==> src/rtl/modbus_response_receiver_unit_assert.svh <==
// ----------------------------------------------------------------------------
// Modbus response receiver assertion macros
// Shared concurrent assertion forms, clocked on the rising edge and
// disabled while the synchronous reset is held.
// ----------------------------------------------------------------------------
`ifndef MODBUS_RESPONSE_RECEIVER_UNIT_ASSERT_SVH
`define MODBUS_RESPONSE_RECEIVER_UNIT_ASSERT_SVH

// same-cycle implication
`define MBRR_ASSERT_NOW(lbl, clk, rst_n, ante, cons) \
  lbl: assert property (@(posedge clk) disable iff (!rst_n) (ante) |-> (cons)) \
    else $error("mbrr assertion failed");

// next-cycle implication
`define MBRR_ASSERT_NEXT(lbl, clk, rst_n, ante, cons) \
  lbl: assert property (@(posedge clk) disable iff (!rst_n) (ante) |=> (cons)) \
    else $error("mbrr assertion failed");

`endif

==> src/rtl/mbrr_pkg.sv <==
// ----------------------------------------------------------------------------
// mbrr_pkg
// Types and constants shared by the Modbus response receiver modules.
// ----------------------------------------------------------------------------
package mbrr_pkg;

  localparam int MAX_FRAME_DEF = 16;

  localparam logic [15:0] CRC_INIT = 16'hFFFF;
  localparam logic [15:0] CRC_POLY = 16'hA001;

  localparam logic [4:0]  FRAME_LEN_MIN   = 5'd5;
  localparam logic [4:0]  FRAME_LEN_RESET = 5'd7;
  localparam logic [15:0] TIMEOUT_RESET   = 16'd100;
  localparam logic [15:0] TICKS_MAX       = 16'hFFFF;

  localparam int CFG_IDX_W = 1;
  localparam logic [CFG_IDX_W-1:0] REG_FRAME_LENGTH = 1'd0;
  localparam logic [CFG_IDX_W-1:0] REG_TIMEOUT_MS   = 1'd1;

  localparam int OUT_DATA_W = 40;

  typedef enum logic [1:0] {
    MODE_START = 2'd0,
    MODE_BYTE  = 2'd1,
    MODE_TICK  = 2'd2
  } mode_t;

  typedef enum logic [1:0] {
    ST_OK      = 2'd0,
    ST_CRC_ERR = 2'd1,
    ST_TIMEOUT = 2'd2
  } status_t;

  typedef struct packed {
    logic [4:0]  frame_length;
    logic [15:0] timeout_ms;
  } cfg_t;

  typedef struct packed {
    logic [1:0] mode;
    logic [7:0] rx_byte;
  } item_t;

  typedef struct packed {
    status_t     status;
    logic [4:0]  byte_total;
    logic [7:0]  slave_address;
    logic [7:0]  function_code;
    logic [15:0] data_word;
  } result_t;

endpackage

==> src/rtl/mbrr_crc_byte.sv <==
// ----------------------------------------------------------------------------
// mbrr_crc_byte
// Folds one byte into a reflected CRC-16, LSB first.
// ----------------------------------------------------------------------------
module mbrr_crc_byte (
  input  logic [15:0] crc_in,
  input  logic [7:0]  data_in,
  output logic [15:0] crc_out
);

  always_comb begin
    logic [15:0] c;
    c = crc_in ^ {8'h00, data_in};
    for (int k = 0; k < 8; k++) begin
      if (c[0]) begin
        c = (c >> 1) ^ mbrr_pkg::CRC_POLY;
      end else begin
        c = c >> 1;
      end
    end
    crc_out = c;
  end

endmodule

==> src/rtl/mbrr_frame_core.sv <==
// ----------------------------------------------------------------------------
// mbrr_frame_core
// Frame state (byte count, CRC, tick count, captured bytes) and result register.
// ----------------------------------------------------------------------------
module mbrr_frame_core #(
  parameter int MAX_FRAME = mbrr_pkg::MAX_FRAME_DEF
) (
  input  logic              clk,
  input  logic              rst_n,
  input  mbrr_pkg::cfg_t    cfg,
  input  logic              item_valid,
  input  mbrr_pkg::item_t   item,
  output logic              fire,
  output logic              res_valid,
  output mbrr_pkg::result_t res,
  input  logic              res_ready
);

  `include "modbus_response_receiver_unit_assert.svh"

  // frame_length is 5 bits wide, so the cap never exceeds 31
  localparam int LenCapInt = (MAX_FRAME > 31) ? 31 : MAX_FRAME;
  localparam logic [4:0] LenCap = 5'(LenCapInt);

  logic        armed_r, armed_nxt;
  logic [15:0] crc_r, crc_nxt;
  logic [4:0]  count_r, count_nxt;
  logic [15:0] elapsed_r, elapsed_nxt;
  logic [7:0]  last_r, last_nxt;
  logic [7:0]  addr_r, addr_nxt;
  logic [7:0]  func_r, func_nxt;
  logic [15:0] data_r, data_nxt;

  logic              res_valid_r;
  mbrr_pkg::result_t res_r, res_nxt;
  logic              emit;

  logic [4:0]  eff_len;
  logic [15:0] crc_fold;

  assign fire = item_valid && (!res_valid_r || res_ready);

  always_comb begin
    priority if (cfg.frame_length < mbrr_pkg::FRAME_LEN_MIN) begin
      eff_len = mbrr_pkg::FRAME_LEN_MIN;
    end else if (cfg.frame_length > LenCap) begin
      eff_len = LenCap;
    end else begin
      eff_len = cfg.frame_length;
    end
  end

  mbrr_crc_byte u_crc (
    .crc_in  (crc_r),
    .data_in (item.rx_byte),
    .crc_out (crc_fold)
  );

  always_comb begin
    armed_nxt   = armed_r;
    crc_nxt     = crc_r;
    count_nxt   = count_r;
    elapsed_nxt = elapsed_r;
    last_nxt    = last_r;
    addr_nxt    = addr_r;
    func_nxt    = func_r;
    data_nxt    = data_r;
    emit        = 1'b0;
    res_nxt     = res_r;
    if (fire) begin
      unique case (item.mode)
        mbrr_pkg::MODE_START: begin
          armed_nxt   = 1'b1;
          crc_nxt     = mbrr_pkg::CRC_INIT;
          count_nxt   = '0;
          elapsed_nxt = '0;
          last_nxt    = '0;
          addr_nxt    = '0;
          func_nxt    = '0;
          data_nxt    = '0;
        end
        mbrr_pkg::MODE_BYTE: begin
          if (armed_r) begin
            unique case (count_r)
              5'd0:    addr_nxt = item.rx_byte;
              5'd1:    func_nxt = item.rx_byte;
              5'd3:    data_nxt = {item.rx_byte, data_r[7:0]};
              5'd4:    data_nxt = {data_r[15:8], item.rx_byte};
              default: ;
            endcase
            if (count_r < eff_len - 5'd2) begin
              crc_nxt = crc_fold;
            end
            last_nxt  = item.rx_byte;
            count_nxt = count_r + 5'd1;
            if (count_nxt >= eff_len) begin
              emit           = 1'b1;
              armed_nxt      = 1'b0;
              // received CRC: low byte came first, high byte is this item
              res_nxt.status = ({item.rx_byte, last_r} == crc_nxt) ?
                               mbrr_pkg::ST_OK : mbrr_pkg::ST_CRC_ERR;
            end
          end
        end
        mbrr_pkg::MODE_TICK: begin
          if (armed_r) begin
            if (elapsed_r != mbrr_pkg::TICKS_MAX) begin
              elapsed_nxt = elapsed_r + 16'd1;
            end
            if (elapsed_nxt >= cfg.timeout_ms) begin
              emit           = 1'b1;
              armed_nxt      = 1'b0;
              res_nxt.status = mbrr_pkg::ST_TIMEOUT;
            end
          end
        end
        default: ;
      endcase
      if (emit) begin
        res_nxt.byte_total    = count_nxt;
        res_nxt.slave_address = addr_nxt;
        res_nxt.function_code = func_nxt;
        res_nxt.data_word     = data_nxt;
      end
    end
  end

  always_ff @(posedge clk) begin
    if (!rst_n) begin
      armed_r     <= 1'b0;
      crc_r       <= mbrr_pkg::CRC_INIT;
      count_r     <= '0;
      elapsed_r   <= '0;
      last_r      <= '0;
      addr_r      <= '0;
      func_r      <= '0;
      data_r      <= '0;
      res_valid_r <= 1'b0;
    end else begin
      armed_r   <= armed_nxt;
      crc_r     <= crc_nxt;
      count_r   <= count_nxt;
      elapsed_r <= elapsed_nxt;
      last_r    <= last_nxt;
      addr_r    <= addr_nxt;
      func_r    <= func_nxt;
      data_r    <= data_nxt;
      if (emit) begin
        res_valid_r <= 1'b1;
      end else if (res_ready) begin
        res_valid_r <= 1'b0;
      end
    end
  end

  always_ff @(posedge clk) begin
    if (emit) begin
      res_r <= res_nxt;
    end
  end

  assign res_valid = res_valid_r;
  assign res       = res_r;

  `MBRR_ASSERT_NEXT(a_done_disarms, clk, rst_n, emit, !armed_r)
  `MBRR_ASSERT_NEXT(a_start_clears, clk, rst_n, fire && item.mode == mbrr_pkg::MODE_START,
                    armed_r && count_r == 5'd0 && crc_r == mbrr_pkg::CRC_INIT)
  `MBRR_ASSERT_NOW(a_emit_needs_armed, clk, rst_n, emit, armed_r && fire)
  `MBRR_ASSERT_NOW(a_status_code, clk, rst_n, res_valid_r,
                   res_r.status == mbrr_pkg::ST_OK || res_r.status == mbrr_pkg::ST_CRC_ERR ||
                   res_r.status == mbrr_pkg::ST_TIMEOUT)

endmodule

==> src/rtl/modbus_response_receiver_unit.sv <==
// ----------------------------------------------------------------------------
// modbus_response_receiver_unit
// Modbus RTU response receiver: frame capture, CRC-16 check and timeout.
// ----------------------------------------------------------------------------
//
//  channel | dir | handshake            | payload
//  --------+-----+----------------------+------------------------------------
//  in_     | in  | in_tvalid/in_tready  | tuser: mode; tdata: rx_byte
//  out_    | out | out_tvalid/out_tready| tuser: status; tdata: byte_total,
//          |     |                      |   slave_address, function_code,
//          |     |                      |   data_word
//  cfg_    | in  | cfg_valid/cfg_ready  | cfg_index, cfg_data
//
//  One item per cycle sustained while the result is not stalled: each item is
//  held in the input register, then the frame core updates state and the result register.
//  out_tvalid rises in the cycle after the core consumes the item that ends a frame.
//  Reset: idle, byte count 0, CRC 0xFFFF, frame_length 7, timeout_ms 100.
//  A stalled result blocks the core only while it is held; the input
//  register then holds one item and in_tready drops.
//  cfg_ready is always high; writes are expected only while idle.
//
module modbus_response_receiver_unit #(
  parameter int MAX_FRAME = mbrr_pkg::MAX_FRAME_DEF
) (
  input  logic                            clk,
  input  logic                            rst_n,
  // input items
  input  logic                            in_tvalid,
  output logic                            in_tready,
  input  logic [7:0]                      in_tdata,   // [7:0] rx_byte
  input  logic [1:0]                      in_tuser,   // [1:0] mode
  // result items
  output logic                            out_tvalid,
  input  logic                            out_tready,
  // [4:0] byte_total, [12:5] slave_address, [20:13] function_code,
  // [36:21] data_word, [39:37] zero
  output logic [mbrr_pkg::OUT_DATA_W-1:0] out_tdata,
  output logic [1:0]                      out_tuser,  // [1:0] status
  // configuration writes
  input  logic                            cfg_valid,
  output logic                            cfg_ready,
  input  logic [mbrr_pkg::CFG_IDX_W-1:0]  cfg_index,
  input  logic [15:0]                     cfg_data
);

  mbrr_pkg::cfg_t    cfg_r;
  logic              in_valid_r;
  mbrr_pkg::item_t   in_item_r;
  logic              fire;
  logic              res_valid;
  mbrr_pkg::result_t res;

  // config registers; frame_length keeps the low five bits
  assign cfg_ready = 1'b1;

  always_ff @(posedge clk) begin
    if (!rst_n) begin
      cfg_r.frame_length <= mbrr_pkg::FRAME_LEN_RESET;
      cfg_r.timeout_ms   <= mbrr_pkg::TIMEOUT_RESET;
    end else if (cfg_valid) begin
      unique case (cfg_index)
        mbrr_pkg::REG_FRAME_LENGTH: cfg_r.frame_length <= cfg_data[4:0];
        mbrr_pkg::REG_TIMEOUT_MS:   cfg_r.timeout_ms   <= cfg_data;
        default: ;
      endcase
    end
  end

  // input register: refills in the same cycle the core consumes it
  assign in_tready = !in_valid_r || fire;

  always_ff @(posedge clk) begin
    if (!rst_n) begin
      in_valid_r <= 1'b0;
    end else if (in_tready) begin
      in_valid_r <= in_tvalid;
    end
  end

  always_ff @(posedge clk) begin
    if (in_tready && in_tvalid) begin
      in_item_r.mode    <= in_tuser;
      in_item_r.rx_byte <= in_tdata;
    end
  end

  mbrr_frame_core #(
    .MAX_FRAME (MAX_FRAME)
  ) u_core (
    .clk        (clk),
    .rst_n      (rst_n),
    .cfg        (cfg_r),
    .item_valid (in_valid_r),
    .item       (in_item_r),
    .fire       (fire),
    .res_valid  (res_valid),
    .res        (res),
    .res_ready  (out_tready)
  );

  assign out_tvalid = res_valid;
  assign out_tuser  = res.status;
  assign out_tdata  = {3'b000, res.data_word, res.function_code,
                       res.slave_address, res.byte_total};

endmodule
==> config.mk <==
export PLATFORM = sky130hd
export DESIGN_NAME = modbus_response_receiver_unit
export DESIGN_NICKNAME = d
export VERILOG_FILES = /design/src/rtl/mbrr_pkg.sv /design/src/rtl/mbrr_crc_byte.sv /design/src/rtl/mbrr_frame_core.sv /design/src/rtl/modbus_response_receiver_unit.sv
export VERILOG_INCLUDE_DIRS = /design/src /design/src/rtl
export SDC_FILE = /design/constraint.sdc
export NUM_CORES = 1
export LEC_CHECK = 0
export ABC_AREA = 0
export BUFFER_PORTS_ARGS = -buffer_cell sky130_fd_sc_hd__buf_4
export CAP_MARGIN = 15
export CORE_MARGIN = 4
export CORE_UTILIZATION = 55
export DETAILED_ROUTE_END_ITERATION = 7
export GPL_TIMING_DRIVEN = 0
export PLACE_DENSITY = 0.75
export RECOVER_POWER = 50
export SKIP_CTS_REPAIR_TIMING = 1
export SYNTH_ARGS = -nofsm -noshare
export SYNTH_HDL_FRONTEND = slang
export SYNTH_HIERARCHICAL = 1
export SYNTH_SLANG_ARGS = --single-unit
==> constraint.sdc <==
create_clock -name clk -period 4.5 [get_ports clk]
set_input_delay 0.225 -clock clk [delete_from_list [all_inputs] [get_ports clk]]
set_output_delay 0.225 -clock clk [all_outputs]
set_load 0.01 [all_outputs]
==> run summary, run 1 <==
PortBufs - 72
Clk sinks - 150
Max-slew headroom - 49.9%
Critical R2R Capture - u_core/res[5]
Final net count - 1020
Lkg Pwr - 3.57 nW
Min Hold Slack - 35.1 ps
CP arrival - 4200 ps
Reg clk slew, reported paths - 70 ps
EDFF count, synth - 49
Worst R2R Path Depth - 16
CTS tree - built
Global route total overflow - 0
Area Growth Syn to Fin - 16.5%
Syn avg cell area - 9.17 sq um
Critical path's slowest cell - or3b_2
Grt met2 use - 38.2%
Wirelength per Cell - 16.7 um
Max incr delay on CP - 490 ps
Placeable Area - 0.0139 sq mm
Vias per cell - 5.76
CP endpoint kind - flop
Final ANT Viol Nets - 0
# fillers - 1193
FMAX - 0.246 GHz
GRT Max-Usage Layer - met2
Total number of yosys warnings - 6
Std cell rows - 43
I/O Pins - 77
FF+latch count, synth - 150
Slew @ Worst Pin - 744 ps
Netlist cell types - 73
First-pass GRT wire length - 30.2 mm
Final period util - 90.4%
VDD IR-drop max - 275 uV
CTS H-tree depth - 4
Drt first pass iters - 6
Hold Crit Class - input pin to flop
Non-filler cells, final - 1146
# diodes - 0
Worst path cell trace - ha_1 -> and2_0 -> buf_2 -> nand3_4 -> or3_1 -> clkbuf_1 -> nand2_4 -> xnor2_1 -> ha_1 -> a21oi_1 -> o21ai_0 -> nand2_1 -> nand4b_1 -> or3b_2 -> nand2_2 -> buf_16
Worst setup SP type - flop
Post-route cell area - 0.00906 sq mm
CTS max path bufs - 2
Placed Cells - 1104
R2R setup slack - 430 ps
CTS root buf - clkbuf_16
Starting Density - 56.1%
Max cap viols - 0
Layout cells sized above 1 - 10.9%
Mapped Area - 0.00778 sq mm
Reg-to-Reg Start - u_core/elapsed_r[0]
Critical Path RT - 4630 ps
Iteration-0 DRC Markers - 838
Status - finished, final reports clean
Die footprint - 0.0161 sq mm
Initial antenna violation count - 0
Die height - 127 um
Top post-synthesis cells by area - dfxtp_1, edfxtp_1, ha_1, nand2_1, xnor2_1
CP Class - flop to flop
Die Width - 127 um
Area after DPL - 0.00858 sq mm
Post-synthesis sequential area ratio - 44.9%
Crit path max fanout - 24
Max-slew violations - 0
Most frequent cells in the layout - nand2_1, dfxtp_1, clkbuf_1, nand3_1, inv_1
Final Skew - 7.07 ps
Tot GR Track Use - 23.3%
Hold Crit Endpoint - cfg_r[14]
PD cells - 352 mW/mm^2
RSZ-0062 raised after global routing - false
Hold_sp - cfg_data[14]
Most common cell after layout, fill and taps aside - nand2_1
Ys flop type - dfxtp_1
Setup-failing EPs final - 0
Min cycle time layout - 4070 ps
Vias in the first global route - 6067
Met3 Use GR - 4.80%
Largest net degree at the start of global routing - 25
Hold path cells - 3
Hold Fails Final Rpt - 0
GP Congestion - 0.878
Worst-Skew Late Latency - 430 ps
Post-synthesis cell count - 849
Most frequent CP cell - ha_1
Area leader, netlist - dfxtp_1
Final wirelength - 19.1 mm
Residual DRC - 0
Detailed placer's ending HPWL - 13.8 mm
M1 GR Usage - 30.7%
Vias - 6604
Post-synth top area share - 26.0%
Post-synth ARST share - 0%
Total CTS buffers - 17
[layer usage]
layer  part of all wire [%]  wire length [um]
met1                     44              8400
met2                     47              8990
met3                    6.7              1280
met4                    2.1               403
met5                      0                 0
[flip-flops by register name, indices dropped and copies added (netlist names)]
register,flops
u_core/res,39
cfg_r,21
u_core/crc_r,16
u_core/data_r,16
u_core/elapsed_r,16
in_item_r,10
u_core/addr_r,8
u_core/func_r,8
u_core/last_r,8
u_core/count_r,5
in_valid_r,1
u_core/armed_r,1
u_core/res_valid,1
[worst max-delay path: cells and delay by family (launching register included)]
family | cells | cell delay, ps
xor gates and xnor gates | 1 | 160
buffers and inverters | 3 | 660
and+or+nand+nor | 8 | 1820
AOI/OAI and AO/OA | 2 | 300
adders and majority gates | 2 | 400
DFF | 1 | 410
[cells by family (layout without fill, tap and decap cells)]
| family | Yosys count | in the layout | synth area share [%] |
|---|---|---|---|
| flip-flops | 150 | 150 | 44.9 |
| buffers and inverters | 117 | 232 | 6.90 |
| other | 3 | 5 | 0.145 |
| adder cells (fa/ha/maj) | 35 | 35 | 5.63 |
| multiplexers | 7 | 7 | 0.965 |
| XOR/XNOR | 59 | 59 | 7.11 |
| AND/OR/NAND/NOR | 301 | 301 | 18.7 |
| AO/OA/AOI/OAI | 177 | 177 | 15.6 |
[how the worst max path moves through the flow]
stage	start	end	slack, ps	depth (start not counted)
final	u_core/elapsed_r[0]	u_core/res[5]	430	16
after global routing	u_core/elapsed_r[0]	u_core/res[5]	180	16
after CTS	u_core/elapsed_r[0]	u_core/res[4]	240	15
after detailed placement	u_core/elapsed_r[0]	u_core/res[15]	280	15
after global placement	u_core/elapsed_r[0]	u_core/res[15]	-20	14
after floorplan	u_core/elapsed_r[0]	u_core/res[0]	570	14
[cell type report]
class	instances	area [sq um]	share of cell area (%)
multi-input combinational	584	3710	40.9
sequential	150	3490	38.5
timing repair buffer	83	518	5.71
clock buffer	18	439	4.84
buffer	59	305	3.37
tap	180	225	2.48
inverter	58	218	2.40
clock inverter	14	159	1.75
[synthesized netlist by cell type, types with 12 or more instances]
cell type	count
inv_1	56
buf_4	18
nand2_1	115
nand4_1	18
o21ai_0	35
o22ai_1	16
xor2_1	17
ha_1	35
nor2_1	52
a311oi_1	22
edfxtp_1	49
a22oi_1	12
dfxtp_1	101
a21oi_1	36
xnor2_1	38
nand3_1	66
clkbuf_1	27
[metrics by stage]
step	setup WS [ps]	power, W	setup TNS [ps]	utilization, %
after floorplan	568	0.00170	0	-
after global placement	-17.9	0.00179	-519	61.6
after detailed placement	283	0.00180	0	61.8
after CTS	239	0.00321	0	66.1
after global routing	175	0.00331	0	65.3
final	431	0.00320	0	65.3
[power by group]
group	leakage (nW)	switching, W	total (W)	internal (W)
logic	2.01	0.000192	0.000323	0.000131
registers	1.28	0.0000243	0.00146	0.00143
clock network	0.288	0.000614	0.00142	0.000802
total	3.57	0.000831	0.00320	0.00236
Note: power is estimated with default switching activity, not from simulation.
==> run 2: changes to the inputs <==
Settings changed: CORE_UTILIZATION 55 to 54, CTS_CLUSTER_SIZE set to 14, PLACE_DENSITY 0.75 to 0.77, RECOVER_POWER 50 to unset.
Clock period 4.5 ns to 3.5 ns, I/O delays scaled along.
==> run summary, run 2 (synthesis results as in run 1) <==
Status - finished, violations left (was finished, final reports clean)
Failing checks - negative hold slack
Tot GR Track Use - 23.8% (was 23.3%)
GP Congestion - 0.920 (was 0.878)
Largest net degree at the start of global routing - 38 (was 25)
Critical R2R Capture - u_core/res[35] (was u_core/res[5])
Clk sinks - 150 (unchanged)
Vias per cell - 5.88 (was 5.76)
Final net count - 1043 (was 1020)
Initial antenna violation count - 0 (unchanged)
Detailed placer's ending HPWL - 13.6 mm (was 13.8 mm)
Vias - 6870 (was 6604)
Die height - 128 um (was 127 um)
Reg clk slew, reported paths - 60 ps (was 70 ps)
Most common cell after layout, fill and taps aside - nand2_1 (unchanged)
Max cap viols - 0 (unchanged)
Die footprint - 0.0164 sq mm (was 0.0161 sq mm)
Area Growth Syn to Fin - 22.8% (was 16.5%)
Internal power - 0.00300 W (was 0.00236 W)
CP endpoint kind - flop (unchanged)
I/O Pins - 77 (unchanged)
CP arrival - 3600 ps (was 4200 ps)
PD cells - 422 mW/mm^2 (was 352 mW/mm^2)
Worst setup margin - 65.0 ps (was 431 ps)
Starting Density - 55.6% (was 56.1%)
Worst R2R Path Depth - 14 (was 16)
Final period util - 98.1% (was 90.4%)
VDD IR-drop max - 361 uV (was 275 uV)
NetSw - 0.00104 W (was 0.000831 W)
Hold_sp - cfg_data[15] (was cfg_data[14])
Slew @ Worst Pin - 754 ps (was 744 ps)
Lkg Pwr - 3.91 nW (was 3.57 nW)
Switching Share - 25.7% (was 26.0%)
Vias in the first global route - 6274 (was 6067)
Worst-Skew Late Latency - 430 ps (about the same)
Worst setup SP type - flop (unchanged)
Non-filler cells, final - 1169 (was 1146)
Hold path cells - 3 (unchanged)
FMAX - 0.291 GHz (was 0.246 GHz)
Std cell rows - 43 (unchanged)
# diodes - 0 (unchanged)
PortBufs - 72 (unchanged)
Critical Path RT - 3670 ps (was 4630 ps)
Hold Fails Final Rpt - 2 (was 0)
CTS tree - built (unchanged)
CTS root buf - clkbuf_16 (unchanged)
Die Width - 128 um (was 127 um)
Wirelength per Cell - 17.5 um (was 16.7 um)
Global route total overflow - 0 (unchanged)
Min Hold Slack - -5.16 ps (was 35.1 ps)
CTS H-tree depth - 4 (unchanged)
Seq pwr share - 46.4% (was 45.6%)
Placeable Area - 0.0140 sq mm (was 0.0139 sq mm)
Max-slew violations - 0 (unchanged)
Max reg flops - 39 (unchanged)
Placed Cells - 1103 (was 1104)
CP Class - flop to flop (unchanged)
CTS max path bufs - 2 (unchanged)
DP Worst Slack - -387 ps (was 283 ps)
Setup-failing EPs final - 0 (unchanged)
Layout cells sized above 1 - 18.8% (was 10.9%)
Most frequent cells in the layout - nand2_1, buf_4, dfxtp_1, nand3_1, inv_1 (was nand2_1, dfxtp_1, clkbuf_1, nand3_1, inv_1)
Iteration-0 DRC Markers - 730 (was 838)
Residual DRC - 0 (unchanged)
# fillers - 1086 (was 1193)
Gate power share - 10.8% (was 10.1%)
Crit path max fanout - 10 (was 24)
First-pass GRT wire length - 31.0 mm (was 30.2 mm)
R2R setup slack - 60 ps (was 430 ps)
Final ANT Viol Nets - 0 (unchanged)
Min cycle time layout - 3440 ps (was 4070 ps)
Max-slew headroom - 49.7% (was 49.9%)
Clock network fraction of design power - 42.9% (was 44.3%)
Drt first pass iters - 7 (was 6)
Total CTS buffers - 17 (unchanged)
Final Skew - 9.83 ps (was 7.07 ps)
Hold Crit Endpoint - cfg_r[15] (was cfg_r[14])
Reg-to-Reg Start - u_core/elapsed_r[0] (unchanged)
Final wirelength - 20.4 mm (was 19.1 mm)
Hold Crit Class - input pin to flop (unchanged)
==> run 2: routing by layer <==
layer,vias up,GRT usage (%),share of wire [%]
met3,47,4.63,6.5
li1,3285,-,-
met4,0,10.2,2.9
met5,-,0,0
met1,3264,31.5,42
met2,274,38.0,49
==> run 2: layout make-up <==
class	instances	area, sq um	share of cell area (%)
plain buffers	59	334	3.50
clock buffers	18	429	4.49
clock inverters	14	126	1.32
inverters	58	218	2.28
multi-input cells	590	3910	40.9
flip-flops and latches	150	3500	36.6
well taps	180	225	2.36
repair buffers	100	813	8.51
==> run 2: per-stage QoR <==
stage          area, sq um  total power, W  setup TNS [ps]  utilization, %  hold WS (ps)
2_1_floorplan         7800         0.00219               0               -           274
3_3_place_gp          8560         0.00230          -11310            61.2           353
3_5_place_dp          8560         0.00231          -14410            61.2           354
4_1_cts               9120         0.00402          -15860            65.2          -103
5_1_grt               9560         0.00416           -1100            68.3          1.85
6_report              9560         0.00403               0            68.3         -5.16
==> run 2: worst max path at each step <==
stage / from / to / slack (ps) / cells after the start
finish: u_core/elapsed_r[0] / u_core/res[35] / 60 / 14
global route: u_core/elapsed_r[0] / u_core/res[36] / -60 / 14
CTS: u_core/elapsed_r[0] / u_core/res[9] / -430 / 14
detailed placement: u_core/elapsed_r[0] / u_core/res[9] / -390 / 14
global placement: u_core/elapsed_r[0] / u_core/res[9] / -310 / 14
floorplan: u_core/elapsed_r[0] / u_core/res[0] / 100 / 14
==> run 2: power by group through the flow <==
| stage | Clock [W] | Sequential [W] | Combinational (W) |
|---|---|---|---|
| 2_1_floorplan | 0 | 0.00190 | 0.000292 |
| 3_3_place_gp | 0 | 0.00191 | 0.000395 |
| 3_5_place_dp | 0 | 0.00191 | 0.000404 |
| 4_1_cts | 0.00174 | 0.00187 | 0.000408 |
| 5_1_grt | 0.00181 | 0.00188 | 0.000475 |
| 6_report | 0.00173 | 0.00187 | 0.000434 |
==> run 2: worst max-delay path, cell delays in order (launching register included) <==
cell       delay, ps
dfxtp_4          360
ha_2             180
and2_1           160
buf_6            140
nand3_4          110
or3_4            410
buf_12           160
mux2_4           310
ha_1             290
a21oi_2          120
o21ai_1           70
a2111o_1         430
nand4bb_4        160
buf_12           170
nand2_8           90
==> run 3: changes to the inputs <==
Settings changed: GPL_TIMING_DRIVEN 0 to unset.
==> run summary, run 3 (synthesis results as in run 1) <==
Slew @ Worst Pin - 660 ps (was 754 ps)
Critical Path RT - 3690 ps (was 3670 ps)
Max reg flops - 39 (unchanged)
Final Skew - 7.14 ps (was 9.83 ps)
Setup-failing EPs final - 0 (unchanged)
Die footprint - 0.0164 sq mm (unchanged)
# fillers - 1107 (was 1086)
Die height - 128 um (unchanged)
Crit path max fanout - 23 (was 10)
# diodes - 0 (unchanged)
I/O Pins - 77 (unchanged)
Placeable Area - 0.0140 sq mm (unchanged)
Status - finished, violations left (unchanged)
Drt first pass iters - 5 (was 7)
Die Width - 128 um (unchanged)
Vias per cell - 5.77 (was 5.88)
Max-slew violations - 0 (unchanged)
Most frequent cells in the layout - nand2_1, buf_4, dfxtp_1, nand3_1, inv_1 (unchanged)
R2R setup slack - 120 ps (was 60 ps)
Min cycle time layout - 3380 ps (was 3440 ps)
Final net count - 996 (was 1043)
Final ANT Viol Nets - 0 (unchanged)
Hold Fails Final Rpt - 4 (was 2)
Placed Cells - 1074 (was 1103)
CTS root buf - clkbuf_16 (unchanged)
Tot GR Track Use - 21.9% (was 23.8%)
CP Class - flop to flop (unchanged)
Clk sinks - 150 (unchanged)
Worst-Skew Late Latency - 430 ps (about the same)
Vias in the first global route - 5974 (was 6274)
Failing checks - negative hold slack (unchanged)
GP Congestion - 0.890 (was 0.920)
Largest net degree at the start of global routing - 57 (was 38)
Area of the multi-input gates - 0.00377 sq mm (was 0.00391 sq mm)
Total CTS buffers - 17 (unchanged)
FMAX - 0.296 GHz (was 0.291 GHz)
Min Hold Slack - -20.2 ps (was -5.16 ps)
Wirelength per Cell - 16.0 um (was 17.5 um)
PortBufs - 72 (unchanged)
CTS tree - built (unchanged)
Detailed placer's ending HPWL - 12.4 mm (was 13.6 mm)
Max-slew headroom - 56.0% (was 49.7%)
Setup TNS Final - 0 ps (unchanged)
CTS H-tree depth - 4 (unchanged)
Reg clk slew, reported paths - 60 ps (about the same)
Most common cell after layout, fill and taps aside - nand2_1 (unchanged)
CP arrival - 3570 ps (was 3600 ps)
Final period util - 96.7% (was 98.1%)
Register Area - 0.00350 sq mm (unchanged)
Max cap viols - 0 (unchanged)
Residual DRC - 0 (unchanged)
Vias - 6476 (was 6870)
First-pass GRT wire length - 28.6 mm (was 31.0 mm)
Layout cells sized above 1 - 18.2% (was 18.8%)
Final wirelength - 17.9 mm (was 20.4 mm)
Hold Crit Class - input pin to flop (unchanged)
Lkg Pwr - 3.76 nW (was 3.91 nW)
VDD IR-drop max - 416 uV (was 361 uV)
CTS max path bufs - 2 (unchanged)
Area Growth Syn to Fin - 18.4% (was 22.8%)
Global route total overflow - 0 (unchanged)
Starting Density - 55.6% (unchanged)
Iteration-0 DRC Markers - 666 (was 730)
PD cells - 430 mW/mm^2 (was 422 mW/mm^2)
Worst setup SP type - flop (unchanged)
Initial antenna violation count - 0 (unchanged)
CP endpoint kind - flop (unchanged)
Std cell rows - 43 (unchanged)
Non-filler cells, final - 1122 (was 1169)
run 3: cell types whose count changed in the layout (fill, tap and decap cells not counted), sizes merged:
| cell | change |
|---|---|
| clkbuf | -28 |
| buf | -12 |
| nand2 | -6 |
| inv | +5 |
| clkinvlp | -3 |
| dlygate4sd3 | -2 |
| bufinv | -1 |
run 3: critical path, cell delays in order (launching register included):
cell and delay (ps):
dfxtp_1 400, and4_4 280, nand3_4 100, or3_4 470, buf_12 160, mux2_4 300
ha_1 280, a21oi_1 140, o21ai_0 90, a2111o_1 440, nand4bb_1 180, nand2_4 110
buf_12 170
run 3: layout make-up:
cell class	count	share of cell area [%]
Timing Repair Buffer	118	10.4
Sequential cell	150	38.0
Clock inverter	15	1.26
Multi-Input combinational cell	584	41.0
Tap cell	180	2.44
Inverter	58	2.36
Clock buffer	17	4.62
run 3: worst paths after layout:
check                                           from       endpoint  depth (start not counted)
worst max-delay path            u_core/elapsed_r[10]  u_core/res[4]                         12
worst min-delay path                    cfg_data[14]      cfg_r[14]                          3
worst max register to register  u_core/elapsed_r[10]  u_core/res[4]                         12
worst min register to register              cfg_r[7]       cfg_r[7]                          2
run 3: per-stage QoR:
stage	utilization (%)	hold slack [ps]	power [W]	setup WS [ps]	instance area [sq um]
floorplan	-	274	0.00219	96.7	7800
global placement	60.6	354	0.00229	40.9	8480
detailed placement	60.6	354	0.00230	12.1	8480
CTS	64.5	-101	0.00398	-16.3	9020
global route	65.8	1.56	0.00412	-8.45	9210
finish	65.8	-20.2	0.00396	116	9210
run 3: routing by layer:
layer / global-route usage, % / up-vias / share of wire (%)
li1: - / 3181 / -
met1: 28.5 / 3028 / 44
met2: 35.2 / 222 / 47
met3: 5.04 / 45 / 6.4
met4: 8.99 / 0 / 2.7
met5: 0 / - / 0
run 3: power by group:
group	switching (W)	leakage (nW)	internal, W
sequential	0.0000318	1.28	0.00184
clock	0.000760	0.271	0.000920
combinational	0.000237	2.21	0.000173
total	0.00103	3.76	0.00293
